### config.mk
export PLATFORM = sky130hd
export DESIGN_NAME = ius_ctrl
export DESIGN_NICKNAME = d
export VERILOG_FILES = /design/src/hw/rtl/ius_pkg.sv /design/src/hw/rtl/ius_ctrl.sv
export SDC_FILE = /design/constraint.sdc
export NUM_CORES = 1
export LEC_CHECK = 0
export BUFFER_PORTS_ARGS = -buffer_cell sky130_fd_sc_hd__buf_4
export CAP_MARGIN = 20
export CORE_AREA = 5 5 42 44
export CTS_CLUSTER_DIAMETER = 60
export DETAILED_ROUTE_END_ITERATION = 6
export DIE_AREA = 0 0 47 49
export PLACE_DENSITY = 0.8
export SYNTH_ARGS = -nofsm -noshare
export SYNTH_HDL_FRONTEND = slang
export SYNTH_SLANG_ARGS = --single-unit
### constraint.sdc
create_clock -name clk -period 3.45 [get_ports clk]
set_clock_uncertainty 0.05 [all_clocks]
set_input_delay 0.5175 -clock clk [delete_from_list [all_inputs] [get_ports clk]]
set_output_delay 0.5175 -clock clk [all_outputs]
set_load 0.02 [all_outputs]
### src/hw/rtl/ius_pkg.sv
package ius_pkg;

	localparam int DIM_W = 9;
	localparam int PIX_W = 8;

	localparam logic REG_IN_WIDTH  = 1'b0;
	localparam logic REG_IN_HEIGHT = 1'b1;

	localparam logic KIND_LOAD = 1'b0;
	localparam logic KIND_READ = 1'b1;

	localparam logic [1:0] TAP_NEAR_LO = 2'd0;
	localparam logic [1:0] TAP_NEAR_HI = 2'd1;
	localparam logic [1:0] TAP_FAR_LO  = 2'd2;
	localparam logic [1:0] TAP_FAR_HI  = 2'd3;

	typedef struct packed {
		logic             kind;
		logic [PIX_W-1:0] pixel_in;
		logic [DIM_W-1:0] out_x;
		logic [DIM_W-1:0] out_y;
	} item_in_t;

	typedef struct packed {
		logic [PIX_W-1:0] pixel_out;
		logic             bad_coord;
	} item_out_t;

	typedef struct packed {
		logic       capture;
		logic       load;
		logic       issue;
		logic [1:0] row_tap;
		logic [1:0] col_tap;
		logic       rows;
		logic       out_load;
	} cmd_t;

	typedef struct packed {
		logic kind;
		logic bad;
		logic row_blend;
		logic col_blend;
	} sts_t;

endpackage

### src/hw/rtl/ius_ctrl.sv
module ius_ctrl (
	input  logic          clk,
	input  logic          arst_n,
	input  logic          in_valid,
	output logic          in_stall,
	output logic          out_valid,
	input  logic          out_stall,
	input  ius_pkg::sts_t sts,
	output ius_pkg::cmd_t cmd
);
	import ius_pkg::*;

	typedef enum logic [2:0] {
		ST_IDLE,
		ST_DECODE,
		ST_ISSUE,
		ST_DRAIN,
		ST_ROWS,
		ST_FINISH
	} state_t;

	state_t     state_q;
	logic [1:0] row_q;
	logic [1:0] col_q;
	logic       drain_q;
	logic       out_valid_q;
	logic       out_free;
	logic [1:0] row_last;
	logic [1:0] col_last;

	assign out_free  = !out_valid_q || !out_stall;
	assign row_last  = sts.row_blend ? TAP_FAR_HI : TAP_NEAR_LO;
	assign col_last  = sts.col_blend ? TAP_FAR_HI : TAP_NEAR_LO;
	assign in_stall  = (state_q != ST_IDLE);
	assign out_valid = out_valid_q;

	always_comb begin
		cmd          = '0;
		cmd.capture  = (state_q == ST_IDLE) && in_valid;
		cmd.load     = (state_q == ST_DECODE) && (sts.kind == KIND_LOAD);
		cmd.issue    = (state_q == ST_ISSUE);
		cmd.row_tap  = row_q;
		cmd.col_tap  = col_q;
		cmd.rows     = (state_q == ST_ROWS);
		cmd.out_load = (state_q == ST_FINISH) && out_free;
	end

	always_ff @(posedge clk or negedge arst_n) begin
		if (!arst_n) begin
			state_q     <= ST_IDLE;
			row_q       <= TAP_NEAR_LO;
			col_q       <= TAP_NEAR_LO;
			drain_q     <= 1'b0;
			out_valid_q <= 1'b0;
		end else begin
			if ((state_q == ST_FINISH) && out_free) begin
				out_valid_q <= 1'b1;
			end else if (!out_stall) begin
				out_valid_q <= 1'b0;
			end
			unique case (state_q)
				ST_IDLE: begin
					if (in_valid) begin
						state_q <= ST_DECODE;
					end
				end
				ST_DECODE: begin
					if (sts.kind == KIND_LOAD) begin
						state_q <= ST_IDLE;
					end else if (sts.bad) begin
						state_q <= ST_FINISH;
					end else begin
						row_q   <= TAP_NEAR_LO;
						col_q   <= TAP_NEAR_LO;
						state_q <= ST_ISSUE;
					end
				end
				ST_ISSUE: begin
					if (col_q == col_last) begin
						col_q <= TAP_NEAR_LO;
						if (row_q == row_last) begin
							drain_q <= 1'b0;
							state_q <= ST_DRAIN;
						end else begin
							row_q <= row_q + 2'd1;
						end
					end else begin
						col_q <= col_q + 2'd1;
					end
				end
				ST_DRAIN: begin
					if (drain_q) begin
						state_q <= ST_ROWS;
					end else begin
						drain_q <= 1'b1;
					end
				end
				ST_ROWS: begin
					state_q <= ST_FINISH;
				end
				ST_FINISH: begin
					if (out_free) begin
						state_q <= ST_IDLE;
					end
				end
				default: begin
					state_q <= ST_IDLE;
				end
			endcase
		end
	end

	a_no_lost_result: assert property (@(posedge clk) disable iff (!arst_n)
		out_valid_q && out_stall |=> out_valid_q)
		else $error("pending result dropped");

	a_accept_decodes: assert property (@(posedge clk) disable iff (!arst_n)
		in_valid && !in_stall |=> state_q == ST_DECODE)
		else $error("accepted request not decoded");

	a_copy_col_tap: assert property (@(posedge clk) disable iff (!arst_n)
		state_q == ST_ISSUE && !sts.col_blend |-> col_q == TAP_NEAR_LO)
		else $error("extra column tap issued");

	a_rows_after_drain: assert property (@(posedge clk) disable iff (!arst_n)
		state_q == ST_ROWS |-> $past(state_q) == ST_DRAIN && $past(drain_q))
		else $error("row stage entered before reads landed");

endmodule

==> results.sh <==
export IMPL_yosysMostFrequentCell="dfrtp_1"
export IMPL_ys_seq_area_frac=0.370
export IMPL_root_buffer="clkbuf_4"
export IMPL_setup_ws_ps=1370
export IMPL_cts_inserted_buffers=3
export IMPL_place_gp_congestion=0.809
export IMPL_die_x_um=47
export IMPL_routed_wl_um=1420
export IMPL_dpl_cell_area_um2=747
export IMPL_clk_latency_ps=260
export IMPL_remaining_drc_errors=0
export IMPL_first_pass_iters=4
export IMPL_drive_gt1_frac=0.353
export IMPL_rsz0062_at_grt="no"
export IMPL_antennaDiodeCount=0
export IMPL_via_per_inst=5.63
export IMPL_grt_max_degree=16
export IMPL_ir_drop_uv=451
export IMPL_cts_sinks=9
export IMPL_start_util=0.435
export IMPL_finish_utilization=0.552
export IMPL_die_height_um=49
export IMPL_crit_fanout=13
export IMPL_grt_pass1_wl_um=2330
export IMPL_cap_viol_max_count=0
export IMPL_detail_route_wl_per_cell_um=14.1
export IMPL_antenna_found_initial=0
export IMPL_grt_usage=0.137
export IMPL_nNetsFinal=94
export IMPL_cts_tree="done"
export IMPL_dp_hpwl_um=982
export IMPL_path_clk_slew_ps=60
export IMPL_cts_resized=0
export IMPL_min_path_type="in2async"
export IMPL_tightest_slew_ps=485
export IMPL_portBuffers=18
export IMPL_design_area_um2=773
export IMPL_ys_top_cells_by_count="9 x dfrtp_1, 7 x nand2_1, 4 x a21oi_1"
export IMPL_dpl_worst_slack_ps=1520
export IMPL_reg2regPathDepth=4
export IMPL_setup_tns_ps=0
export IMPL_rows=14
export IMPL_multiInputGateArea_um2=354
export IMPL_pin_count=19
export IMPL_yosys_top_cells_area="dfrtp_1 37%, nand2_1 4.3%, mux2_1 3.7%"
export IMPL_fillCellCount=135
export IMPL_slew_headroom=0.674
export IMPL_crit_type="reg2out"
export IMPL_status="complete, no violations"
export IMPL_ant_nets=0
export IMPL_cts_hold_buf=0
export IMPL_synth_edf_count=0
export IMPL_regArea_um2=225
export IMPL_netlist_area_um2=609
export IMPL_yosysWarnings=0
export IMPL_max_freq_mhz=482
export IMPL_yosys_area_top_type_share=0.370
export IMPL_postCtsSetupRepairBufs=0
export IMPL_ys_types=34
export IMPL_clock_tree_buffer_depth=2
export IMPL_powerDensity_nw_per_um2=809
export IMPL_finalCriticalPeriod_ps=2080
export IMPL_first_global_vias=503
export IMPL_drt_iter0_drc=12
export IMPL_h_tree_depth=1
export IMPL_critPathRequiredTime_ps=2880
export IMPL_fin_crit_sh=0.602
export IMPL_arrival_ps=1510
export IMPL_hold_violations=0
export IMPL_synth_ff_type="dfrtp_1"
export IMPL_end_kind="output pin"
export IMPL_async_flop_share=1.00
export IMPL_areaGrowthSynthToFinish_pct=26.9
export IMPL_synth_seq_cells=9
export IMPL_syn_num_nets=74
export IMPL_finalSetupViolCount=0
export IMPL_synthCells=66
export IMPL_fp_coreArea_um2=1400
export IMPL_yosys_area_top_type="dfrtp_1"
export IMPL_design_die_area_um2=2300
export IMPL_worstSetupStartpointType="flop"
export IMPL_overflow=0
export IMPL_power_leakage_nw=0.345
export IMPL_syn_avg_cell_area_um2=9.23
export IMPL_drv_slew=0
export IMPL_num_vias=569
[critical path, cell delays in order (launching register included)]
cell and delay, ps:
dfrtp_1 550, or3b_4 470, clkinv_4 90, buf_4 140
[layout by cell type (no fill, tap or decap), types with 3 or more instances in the layout]
master	instances
buf_4	18
dfrtp_1	9
nand2_1	7
a21oi_1	4
nand3b_1	3
nor2_1	3
nand3_1	3
clkbuf_4	3
[metrics by stage]
| stage | hold WS, ps | instances | total power, W |
|---|---|---|---|
| 2_1_floorplan | 172 | 66 | 0.000436 |
| 3_3_place_gp | 297 | 97 | 0.000532 |
| 3_5_place_dp | 299 | 97 | 0.000541 |
| 4_1_cts | 18.0 | 101 | 0.000628 |
| 5_1_grt | 22.1 | 101 | 0.000668 |
| 6_report | 14.1 | 101 | 0.000626 |
[layout make-up]
| class | count | share of cell area |
|---|---|---|
| repair buffers | 18 | 0.175 |
| clock buffers | 4 | 0.0340 |
| flip-flops and latches | 9 | 0.291 |
| multi-input cells | 52 | 0.458 |
| inverters | 2 | 0.0162 |
| well taps | 16 | 0.0259 |
[worst paths after layout]
check	startpoint	end	slack, ps
max	state_q[1]$_DFFE_PN0P_	cmd[6]	1370
min in group clk	out_stall	out_valid$_DFFE_PN0P_	450
max in group asynchronous	arst_n	state_q[1]$_DFFE_PN0P_	3200
min	arst_n	row_q[0]$_DFFE_PN0P_	10
max reg2reg	state_q[1]$_DFFE_PN0P_	state_q[0]$_DFFE_PN0P_	1600
min reg2reg	drain_q$_DFFE_PN0P_	drain_q$_DFFE_PN0P_	470
[routing by layer]
layer	up-vias	routed length (µm)	track usage
li1	282	-	-
met1	267	612	0.187
met2	15	732	0.208
met3	5	47	0.0221
met4	0	28	0.0553
met5	-	0	0
[kinds of logic after synthesis]
group           count (synthesis)  share of synthesized area
compound gates                 15                      0.150
buf+inv                         5                     0.0493
flops                           9                      0.370
mux                             4                     0.0698
simple gates                   33                      0.361
[sequential cells by signal, indices dropped and copies added, names as in the netlist]
register   flops
col_q          2
state_q        3
out_valid      1
drain_q        1
row_q          2
[report_power, final]
| part | internal, W | switching (W) |
|---|---|---|
| Sequential | 0.000148 | 0.0000767 |
| Combinational | 0.000155 | 0.000161 |
| Clock | 0.0000447 | 0.0000391 |
No activity file was read; power rests on OpenSTA's default activity.
